File: src/arpc_pkg.sv
// shared types and constants for the arp cache responder
// used by arpc_cell and arp_cache_responder, depends on nothing else
package arpc_pkg;

	localparam int IP_W  = 32;
	localparam int MAC_W = 48;
	localparam int OPC_W = 16;
	localparam int CFG_W = 48;

	localparam logic [OPC_W-1:0] OP_REQUEST = 16'd1;
	localparam logic [OPC_W-1:0] OP_REPLY   = 16'd2;

	// configuration register indexes
	localparam logic CFG_OWN_IP  = 1'b0;
	localparam logic CFG_OWN_MAC = 1'b1;

	// search token handed from cell to cell
	typedef struct packed {
		logic             valid;
		logic [IP_W-1:0]  key;
		logic             found;
		logic [MAC_W-1:0] mac;
	} probe_t;

	// pair broadcast to the cells for a table write
	typedef struct packed {
		logic [IP_W-1:0]  ip;
		logic [MAC_W-1:0] mac;
	} wr_t;

endpackage

File: src/arpc_cell.sv
// one table entry of the arp cache with its stage of the search chain
// depends on arpc_pkg
module arpc_cell import arpc_pkg::*; (
	input  logic   clk,
	input  logic   arst_n,
	input  probe_t probe_in,
	output probe_t probe_out,
	input  logic   wr_en,
	input  wr_t    wr
);

	logic [IP_W-1:0]  addr_q;
	logic [MAC_W-1:0] mac_q;
	probe_t           probe_q;
	probe_t           probe_d;

	// first matching cell along the chain claims the probe
	always_comb begin
		probe_d = probe_in;
		if (probe_in.valid && !probe_in.found && probe_in.key == addr_q) begin
			probe_d.found = 1'b1;
			probe_d.mac   = mac_q;
		end
	end

	always_ff @(posedge clk or negedge arst_n) begin
		if (!arst_n) begin
			addr_q  <= '0;
			mac_q   <= '0;
			probe_q <= '0;
		end else begin
			probe_q <= probe_d;
			if (wr_en) begin
				addr_q <= wr.ip;
				mac_q  <= wr.mac;
			end
		end
	end

	assign probe_out = probe_q;

endmodule

File: src/arp_cache_responder.sv
// top level of the arp cache responder: request control, learning and result register
// depends on arpc_pkg and arpc_cell
//
//  channel  | handshake          | payload
//  ---------+--------------------+---------------------------------------------------
//  in       | in_valid/in_stall  | operation, arp_opcode, src_ip, src_mac,
//           |                    | tgt_ip, query_ip
//  out      | out_valid/out_stall| hit, found_mac, send_reply, reply_dest_mac,
//           |                    | reply_dest_ip, odd_opcode, learned
//  cfg      | cfg_we             | cfg_index, cfg_data
//
// from acceptance the probe passes one cell per cycle through the chain; the result is then
// staged in pend_q and loaded into the output register once the output is free.
// one request is in work at a time; the next may be accepted while the result waits.
// reset clears every entry to zero, the slot pointer and all control state at once.
// a stall on the output holds the result; a further request may search meanwhile and
// then waits with its result staged until the output frees.
module arp_cache_responder import arpc_pkg::*; #(
	parameter int TABLE_ENTRIES = 16
) (
	input  logic             clk,
	input  logic             arst_n,
	input  logic             cfg_we,
	input  logic             cfg_index,
	input  logic [CFG_W-1:0] cfg_data,
	input  logic             in_valid,
	output logic             in_stall,
	input  logic             operation,
	input  logic [OPC_W-1:0] arp_opcode,
	input  logic [IP_W-1:0]  src_ip,
	input  logic [MAC_W-1:0] src_mac,
	input  logic [IP_W-1:0]  tgt_ip,
	input  logic [IP_W-1:0]  query_ip,
	output logic             out_valid,
	input  logic             out_stall,
	output logic             hit,
	output logic [MAC_W-1:0] found_mac,
	output logic             send_reply,
	output logic [MAC_W-1:0] reply_dest_mac,
	output logic [IP_W-1:0]  reply_dest_ip,
	output logic             odd_opcode,
	output logic             learned
);

	localparam int SLOT_W = $clog2(TABLE_ENTRIES);

	typedef enum logic [1:0] {S_IDLE, S_SEARCH, S_HOLD} state_t;

	typedef struct packed {
		logic             hit;
		logic [MAC_W-1:0] found_mac;
		logic             send_reply;
		logic [MAC_W-1:0] reply_dest_mac;
		logic [IP_W-1:0]  reply_dest_ip;
		logic             odd_opcode;
		logic             learned;
	} res_t;

	state_t            state_q;
	logic [IP_W-1:0]   own_ip_q;
	logic [SLOT_W-1:0] next_slot_q;
	logic              op_q;
	logic [OPC_W-1:0]  opcode_q;
	logic [IP_W-1:0]   sip_q;
	logic [MAC_W-1:0]  smac_q;
	logic [IP_W-1:0]   tip_q;
	res_t              pend_q;
	res_t              out_q;
	logic              out_valid_q;
	res_t              res_d;

	probe_t                   chain [TABLE_ENTRIES+1];
	probe_t                   head;
	logic [TABLE_ENTRIES-1:0] probe_vld;
	probe_t                   tail;
	logic                     accept;
	logic                     learn_we;
	logic                     is_req;
	logic                     load_out;
	wr_t                      wr;

	assign in_stall = (state_q != S_IDLE);
	assign accept   = in_valid && !in_stall;

	// inject the probe into the head of the chain
	always_comb begin
		head       = '0;
		head.valid = accept;
		head.key   = operation ? query_ip : src_ip;
	end

	assign chain[0] = head;

	assign wr.ip  = sip_q;
	assign wr.mac = smac_q;

	genvar gi;
	generate
		for (gi = 0; gi < TABLE_ENTRIES; gi++) begin : g_cell
			arpc_cell u_cell (
				.clk       (clk),
				.arst_n    (arst_n),
				.probe_in  (chain[gi]),
				.probe_out (chain[gi+1]),
				.wr_en     (learn_we && next_slot_q == SLOT_W'(gi)),
				.wr        (wr)
			);
			assign probe_vld[gi] = chain[gi+1].valid;
		end
	endgenerate

	assign tail     = chain[TABLE_ENTRIES];
	assign learn_we = (state_q == S_SEARCH) && tail.valid && !op_q && !tail.found;
	assign is_req   = (opcode_q == OP_REQUEST);
	assign load_out = (state_q == S_HOLD) && (!out_valid_q || !out_stall);

	always_comb begin
		res_d = '0;
		if (op_q) begin
			res_d.hit       = tail.found;
			res_d.found_mac = tail.mac;
		end else begin
			if (is_req && tip_q == own_ip_q) begin
				res_d.send_reply     = 1'b1;
				res_d.reply_dest_mac = smac_q;
				res_d.reply_dest_ip  = sip_q;
			end
			res_d.odd_opcode = !is_req && (opcode_q != OP_REPLY);
			res_d.learned    = !tail.found;
		end
	end

	// own_mac is not kept in this block; a write to CFG_OWN_MAC changes nothing here
	always_ff @(posedge clk or negedge arst_n) begin
		if (!arst_n) begin
			own_ip_q <= '0;
		end else if (cfg_we) begin
			unique case (cfg_index)
				CFG_OWN_IP:  own_ip_q <= cfg_data[IP_W-1:0];
				CFG_OWN_MAC: own_ip_q <= own_ip_q;
				default:     own_ip_q <= own_ip_q;
			endcase
		end
	end

	always_ff @(posedge clk or negedge arst_n) begin
		if (!arst_n) begin
			state_q     <= S_IDLE;
			next_slot_q <= '0;
			out_valid_q <= 1'b0;
		end else begin
			if (load_out) begin
				out_valid_q <= 1'b1;
			end else if (out_valid_q && !out_stall) begin
				out_valid_q <= 1'b0;
			end
			if (learn_we) begin
				if (next_slot_q == SLOT_W'(TABLE_ENTRIES - 1)) begin
					next_slot_q <= '0;
				end else begin
					next_slot_q <= next_slot_q + SLOT_W'(1);
				end
			end
			unique case (state_q)
				S_IDLE: begin
					if (accept) begin
						state_q <= S_SEARCH;
					end
				end
				S_SEARCH: begin
					if (tail.valid) begin
						state_q <= S_HOLD;
					end
				end
				S_HOLD: begin
					if (load_out) begin
						state_q <= S_IDLE;
					end
				end
				default: state_q <= S_IDLE;
			endcase
		end
	end

	// payload registers
	always_ff @(posedge clk) begin
		if (accept) begin
			op_q     <= operation;
			opcode_q <= arp_opcode;
			sip_q    <= src_ip;
			smac_q   <= src_mac;
			tip_q    <= tgt_ip;
		end
		if (state_q == S_SEARCH && tail.valid) begin
			pend_q <= res_d;
		end
		if (load_out) begin
			out_q <= pend_q;
		end
	end

	assign out_valid      = out_valid_q;
	assign hit            = out_q.hit;
	assign found_mac      = out_q.found_mac;
	assign send_reply     = out_q.send_reply;
	assign reply_dest_mac = out_q.reply_dest_mac;
	assign reply_dest_ip  = out_q.reply_dest_ip;
	assign odd_opcode     = out_q.odd_opcode;
	assign learned        = out_q.learned;

	// only one probe travels the chain at a time
	a_one_probe: assert property (@(posedge clk) disable iff (!arst_n)
		$onehot0(probe_vld))
		else $error("more than one probe in the chain");

	a_tail_in_search: assert property (@(posedge clk) disable iff (!arst_n)
		tail.valid |-> state_q == S_SEARCH)
		else $error("probe left the chain outside a search");

	a_accept_search: assert property (@(posedge clk) disable iff (!arst_n)
		accept |=> state_q == S_SEARCH && probe_vld[0])
		else $error("accepted request did not start a search");

	a_slot_moves: assert property (@(posedge clk) disable iff (!arst_n)
		learn_we |=> next_slot_q != $past(next_slot_q))
		else $error("slot pointer did not advance after a learn");

endmodule
File: config.mk
export PLATFORM = sky130hd
export DESIGN_NAME = arp_cache_responder
export DESIGN_NICKNAME = d
export VERILOG_FILES = /design/src/arpc_pkg.sv /design/src/arpc_cell.sv /design/src/arp_cache_responder.sv
export SDC_FILE = /design/constraint.sdc
export NUM_CORES = 2
export LEC_CHECK = 0
export BUFFER_PORTS_ARGS = -buffer_cell sky130_fd_sc_hd__buf_2
export CAP_MARGIN = 20
export CELL_PAD_IN_SITES_DETAIL_PLACEMENT = 1
export CELL_PAD_IN_SITES_GLOBAL_PLACEMENT = 1
export CORE_ASPECT_RATIO = 1.75
export CORE_UTILIZATION = 30
export CTS_CLUSTER_SIZE = 40
export DETAILED_ROUTE_END_ITERATION = 12
export PLACE_DENSITY_LB_ADDON = 0.1
export SLEW_MARGIN = 40
export SYNTH_ARGS = -nofsm -noshare
export SYNTH_HDL_FRONTEND = slang
export SYNTH_SLANG_ARGS = --single-unit
File: constraint.sdc
create_clock -name clk -period 14.8 [get_ports clk]
set_input_delay 1.48 -clock clk [delete_from_list [all_inputs] [get_ports clk]]
set_output_delay 1.48 -clock clk [all_outputs]
set_load 0.1 [all_outputs]
* Word-level counts from Yosys, hierarchy flattened
Cells that the tools add are included.
** Word-level totals
- Output and inout bits :: 134
- Flip-flop bits (word level) :: 2992
- Logic and storage cells :: 270
** Cells by class
- Mux-type cells :: 26
- Add/subtract/negate cells :: 1
- Equality and inequality tests :: 39
- Reductions and logical operators :: 84
- Bitwise gates (word level) :: 2
** Operator list (count)
- 49-bit two-way mux :: 16
- 32-bit equality test :: 17
- 81-bit two-way mux :: 1
- 32-bit two-way mux :: 2
- 1-bit logical AND :: 55
- 4-bit equality test, second input constant :: 8
- 1-bit logical NOT :: 21
- 16-bit by 1-bit equality test with 1-bit output, second input constant :: 1
- 4-bit by 3-bit equality test with 1-bit output, second input constant :: 4
- 16-bit by 2-bit inequality test with 1-bit output, second input constant :: 1
- 4-bit by 2-bit equality test with 1-bit output, second input constant :: 2
- 2-bit two-way mux :: 3
- 2-bit one-hot mux with 3 select lines :: 1
- 4-bit by 1-bit adder with 4-bit output, second input constant :: 1
- 4-bit by 1-bit equality test with 1-bit output, second input constant :: 1
- 4-bit logical NOT :: 1
- 4-bit two-way mux :: 1
- 2-bit inequality test, second input constant :: 2
- 2-bit nonzero test :: 2
- 3-bit AND reduction :: 1
- 2-bit by 1-bit equality test with 1-bit output, second input constant :: 1
- 2-bit equality test, second input constant :: 1
- 2-bit logical NOT :: 1
- 1-bit two-way mux :: 2
- 5 further kinds :: 6

* Longest topological paths before layout
- Word-level depth :: 5
- Depth in mapped cells :: 9
- Depth with buffers taken out :: 6

* Modules after synthesis
From an unflattened synthesis, not the netlist that was laid out.
** Unflattened totals
- Cell total of the unflattened synthesis :: 6453
- Area total of the unflattened synthesis :: 111527.0 µm²
** Modules (own cells, without submodules)
- arpc_cell :: area each 5957.0 µm², instances 16, cells an instance 349, sequential area each 4053.9 µm²
- arp_cache_responder :: area each 16215.6 µm², instances 1, cells an instance 869, sequential area each 12777.3 µm²

* Worst setup path after synthesis
OpenSTA, ideal clock, no wires.
- Path kind :: input to register
- From :: input in_valid
- To :: register g_cell[0].u_cell.probe_q, in the netlist g_cell[0].u_cell.probe_out[48]
- Data arrival time :: 12.417 ns
- Path buffers :: 2
- Stages on the path :: 7
- Path slack :: 2.287 ns
- Required time :: 14.704 ns
- Path through :: nor3b_1 -> o21ai_1 -> nor4_1 -> nand4_1 -> buf_2 -> buf_2 -> nor4_2
** RTL lines
- from (decl) :: line arp_cache_responder.sv:26 : input logic in_valid,
- to (signal assigned) :: line arpc_cell.sv:32 : probe_q <= probe_d;
- to (decl) :: line arpc_cell.sv:14 : probe_t probe_q;

* Worst setup path after layout
- From :: register state_q[1]
- To :: register g_cell[3].u_cell.mac_q[2]
** On the way
- Word-level cells in the longest chain between the ends :: 5
** Ends and longest elaborated chain
- from (decl) :: line arp_cache_responder.sv:59 : state_t state_q;
- from (signal assigned) :: line arp_cache_responder.sv:148 : state_q <= S_IDLE;
- from (signal assigned) :: line arp_cache_responder.sv:167 : state_q <= S_SEARCH;
- from (signal assigned) :: line arp_cache_responder.sv:172 : state_q <= S_HOLD;
- 2-bit by 1-bit equality test with 1-bit output :: line arp_cache_responder.sv:113 : assign learn_we = (state_q == S_SEARCH) && tail.valid && !op_q && !tail.found;
- 1-bit logical AND (3 in a row) :: line arp_cache_responder.sv:113
- 1-bit logical AND :: line arp_cache_responder.sv:105 : .wr_en (learn_we && next_slot_q == SLOT_W'(gi)),
- to (signal assigned) :: line arpc_cell.sv:35 : mac_q <= wr.mac;
- to (decl) :: line arpc_cell.sv:13 : logic [MAC_W-1:0] mac_q;
Every way passes these cells.
A chain may end at the register's enable or synchronous reset.

==> impl_results.md <==
* Final setup TNS at 0 ns
* Status: completed
* Final std cell area, no fill at between 100000 and 150000 µm²
* Sink Count at 2992
* Core footprint at 362000 µm²
* Final Skew at 0.0656 ns
* Clock power frac at 0.452
* Area added between synthesis and finish at 17.0%
* Placement-stage cell area at 118000 µm²
* Die Y-Extent at 800 µm
* Die area at ~370000 µm²
* Worst R2R End: g_cell[3].u_cell.mac_q[2]
* Clk slew on worst S/H paths at around 0.060 ns
* Post-CTS Setup Repair Bufs at 0
* Worst-Skew Late Latency at ~0.90 ns
* GPL Wtd Cong at between 0.7 and 0.8
* IO Count at approximately 350
* HPWL Detailed at about 220000 µm
* R2R setup slack at 10.70 ns
* DR vias at 54300
* Antenna violation net count after detailed routing at 0
* CP endpoint: g_cell[3].u_cell.mac_q[2]
* Clk buf depth at 4
* Mapped Area at 109000 µm²
* Crit share post-route at 0.277
* Startpoint class of the critical path: flop
* Crit path depth at 7
* Final WL at 318000 µm
* WP buf/inv at 2
* Design internal power at 13200 µW
* Max VDD drop at roughly 94 µV
* Final Hold Viols at 0
* Slew @ Worst Pin at 0.899 ns
* Total track usage at 0.175
* H-Tree Depth at 5
* Met2 Usage GRT at 0.358
* DRC viols at 0
* Critical path's largest stage delay at roughly 0.70 ns
* Max_cap viols at 0
* Final Slew Violations at 0
* FF-to-FF Start: state_q[1]
* GR met1 Demand/Resource at 0.177
* Die width at 458 µm
* Worst min path class: reg -> reg
* Ratio of cells with drive above 1 in the final layout at 0.428
* CP Capture Type: flop
* Top Usage Layer GRT: met2
* Power share of the combinational group at 0.037
* FF-to-FF path depth at 7
* Leakage at approximately 0.06 µW
* Minimum clock period at 4.10 ns
* Post-layout nets at 7151
* Psw at slightly below 4000 µW
* Final setup violation count at 0
* Pin count of the biggest net entering global routing at 154
* FMAX at 0.244 GHz
* Synth Register Bits at 2992
* Crit Path Category: reg -> reg
* Cts hold-fix bufs at 0
* WHS Path Cells at 0
* CTS Buf Count at 308
* Relative slew slack at 0.396
* Critical Path Start: state_q[1]
* Gate Count Post-Synth at 6452
* Initial antenna violation count at 36
* Worst path slowest cell: inv_8
* Final-layout fill cell count at 36300
* Sw Ratio at 0.228
* WP data required at 15.52 ns
* First-pass GRT wire length at 462000 µm
* Initial Utilization at 0.302
* Syn_nets at 6671
* Count of cell types in the netlist at 41
* Share of the yosys chip area belonging to registers at 0.704
* Syn avg cell area at 16.9 µm²
* Initial DRC Count at 2223
* Seq pwr share at 0.511
* Drt wl/cell at approximately 27 µm
* Critical path peak fanout at 60
* Post-layout util at 0.353
* Predominant post-synthesis flop cell: dfrtp_1
* Critical Path AT at 4.82 ns
* Top delay family on crit path: simple AND/OR/NAND/NOR gates
* Post-cts resize count at 0
* PortBufs at 332
* Clk root buf: clkbuf_16
* Number of vias per cell at 4.57
* Grt ovf at 0
* Post-synth EDFFs at 393
* Syn. warnings at 0
* Row count at 292
* DR pass1 iterations at 4
* CTS tree: built
* Asr flop ratio synth at 0.869
* Met3 global-route usage at 0.0201
* Vias in the first global route at 63000
* Critical Path, Cell by Cell: nand3b_1 -> inv_8 -> nand2_1 -> nor3_4 -> nand2_4 -> buf_6 -> mux2_2
* Unrepaired setup endpoints after global routing: no
* Total power divided by cell area at about 130 nW/µm²
==> cell usage after synthesis (2+ instances only) <==
master	number	share of area
dfrtp_1	2599	0.60
mux2_2	2046	0.21
xnor2_1	479	0.038
edfxtp_1	393	0.11
buf_1	170	0.0058
clkbuf_1	145	0.0050
and2_1	129	0.0074
nand4_1	112	0.0064
nand2_1	71	0.0024
nor4_1	65	0.0037
xor2_1	54	0.0043
nand3_1	36	0.0016
nor3_1	18	0.00082
inv_1	17	0.00058
nand2b_1	16	0.00092
nor4b_1	15	0.0012
nor2_1	14	0.00048
nor4_2	11	0.0013
mux2i_1	10	0.00092
mux2_4	7	0.00096
buf_2	6	0.00027
o21ai_0	5	0.00023
a211oi_1	4	0.00027
a21oi_1	4	0.00018
ha_1	4	0.00046
buf_4	3	0.00021
buf_6	3	0.00031
nor3b_1	2	0.00014
o2bb2ai_1	2	0.00016
==> placed cells by master, fill, tap and decap left out, types with 11 or more instances in the layout <==
cell type and instances:
nor4_1 58, nor2_1 13, diode_2 11, edfxtp_1 393
nand2b_1 16, nor4_2 15, clkinv_2 36, nand2_4 11
xnor2_1 465, clkbuf_8 56, nor3_1 16, nand3_4 15
buf_12 11, mux2_2 2046, buf_2 331, xor2_1 53
nor4b_1 11, clkbuf_1 97, xnor2_2 14, clkbuf_16 319
nand4_1 112, inv_1 16, and2_1 129, buf_6 54
buf_4 82, dfrtp_1 2599, nand2_1 55, nand3_1 20
==> how the worst min path moves through the flow <==
stage,start,endpoint,slack [ns]
detailed placement,g_cell[1].u_cell.probe_out[81],g_cell[2].u_cell.probe_out[81],0.36
CTS,g_cell[6].u_cell.probe_out[71],g_cell[7].u_cell.probe_out[71],0.36
floorplan,g_cell[9].u_cell.probe_out[81],g_cell[10].u_cell.probe_out[81],0.35
global placement,g_cell[1].u_cell.probe_out[81],g_cell[2].u_cell.probe_out[81],0.36
global route,g_cell[6].u_cell.probe_out[71],g_cell[7].u_cell.probe_out[71],0.36
finish,g_cell[6].u_cell.probe_out[71],g_cell[7].u_cell.probe_out[71],0.35
==> through the flow <==
stage	std cells	total power [µW]	hold WS, ns	worst slack (ns)
finish	11900	17100	0.350	10.70
global route	11900	17700	0.365	10.49
CTS	11900	17400	0.363	10.33
detailed placement	11300	9540	0.357	9.88
global placement	11300	9500	0.357	9.76
floorplan	6452	9090	0.346	2.29
==> cell families (layout without fill, tap and decap cells) <==
| logic type | after synthesis | in the layout | synth area share |
|---|---|---|---|
| buffers and inverters | 344 | 1058 | 0.0122 |
| adder cells (fa/ha/maj) | 4 | 4 | 0.000458 |
| multiplexers | 2063 | 2063 | 0.213 |
| AO/OA/AOI/OAI | 21 | 21 | 0.00126 |
| other | 0 | 11 | 0 |
| XOR/XNOR | 533 | 533 | 0.0427 |
| AND/OR/NAND/NOR | 495 | 495 | 0.0269 |
| flip-flops | 2992 | 2992 | 0.704 |
==> routing by layer <==
layer / wire [µm] / share of wire
met3: 8460 / 0.027
met4: 12900 / 0.041
met5: 0 / 0
met2: 188000 / 0.59
met1: 108000 / 0.34
==> flip-flops by register name, summed over array words and instances (netlist names), 32 cells and up <==
| name | cells |
|---|---|
| g_cell.u_cell.probe_out | 1280 |
| own_ip_q | 32 |
| reply_dest_mac | 48 |
| reply_dest_ip | 32 |
| pend_q | 132 |
| g_cell.u_cell.mac_q | 768 |
| found_mac | 48 |
| sip_q | 32 |
| tip_q | 32 |
| smac_q | 48 |
| g_cell.u_cell.addr_q | 512 |
==> layout make-up <==
class,instances,area (µm²),share of cell area
inverter,17,71.3,0.000558
clock buffer,472,9120,0.0713
timing repair buffer,497,3510,0.0275
sequential,2992,76800,0.601
clock inverter,72,673,0.00527
multi-input combinational,3116,31700,0.248
antenna,11,27.5,0.000215
tap,4704,5890,0.0461
==> power by group through the flow <==
| stage | clock (µW) | sequential [µW] | combinational [µW] |
|---|---|---|---|
| floorplan | 0 | 8800 | 292 |
| global placement | 0 | 8870 | 631 |
| detailed placement | 0 | 8880 | 662 |
| CTS | 8030 | 8720 | 664 |
| global route | 8300 | 8740 | 702 |
| finish | 7720 | 8720 | 637 |
(Power assumes the default switching activity.)
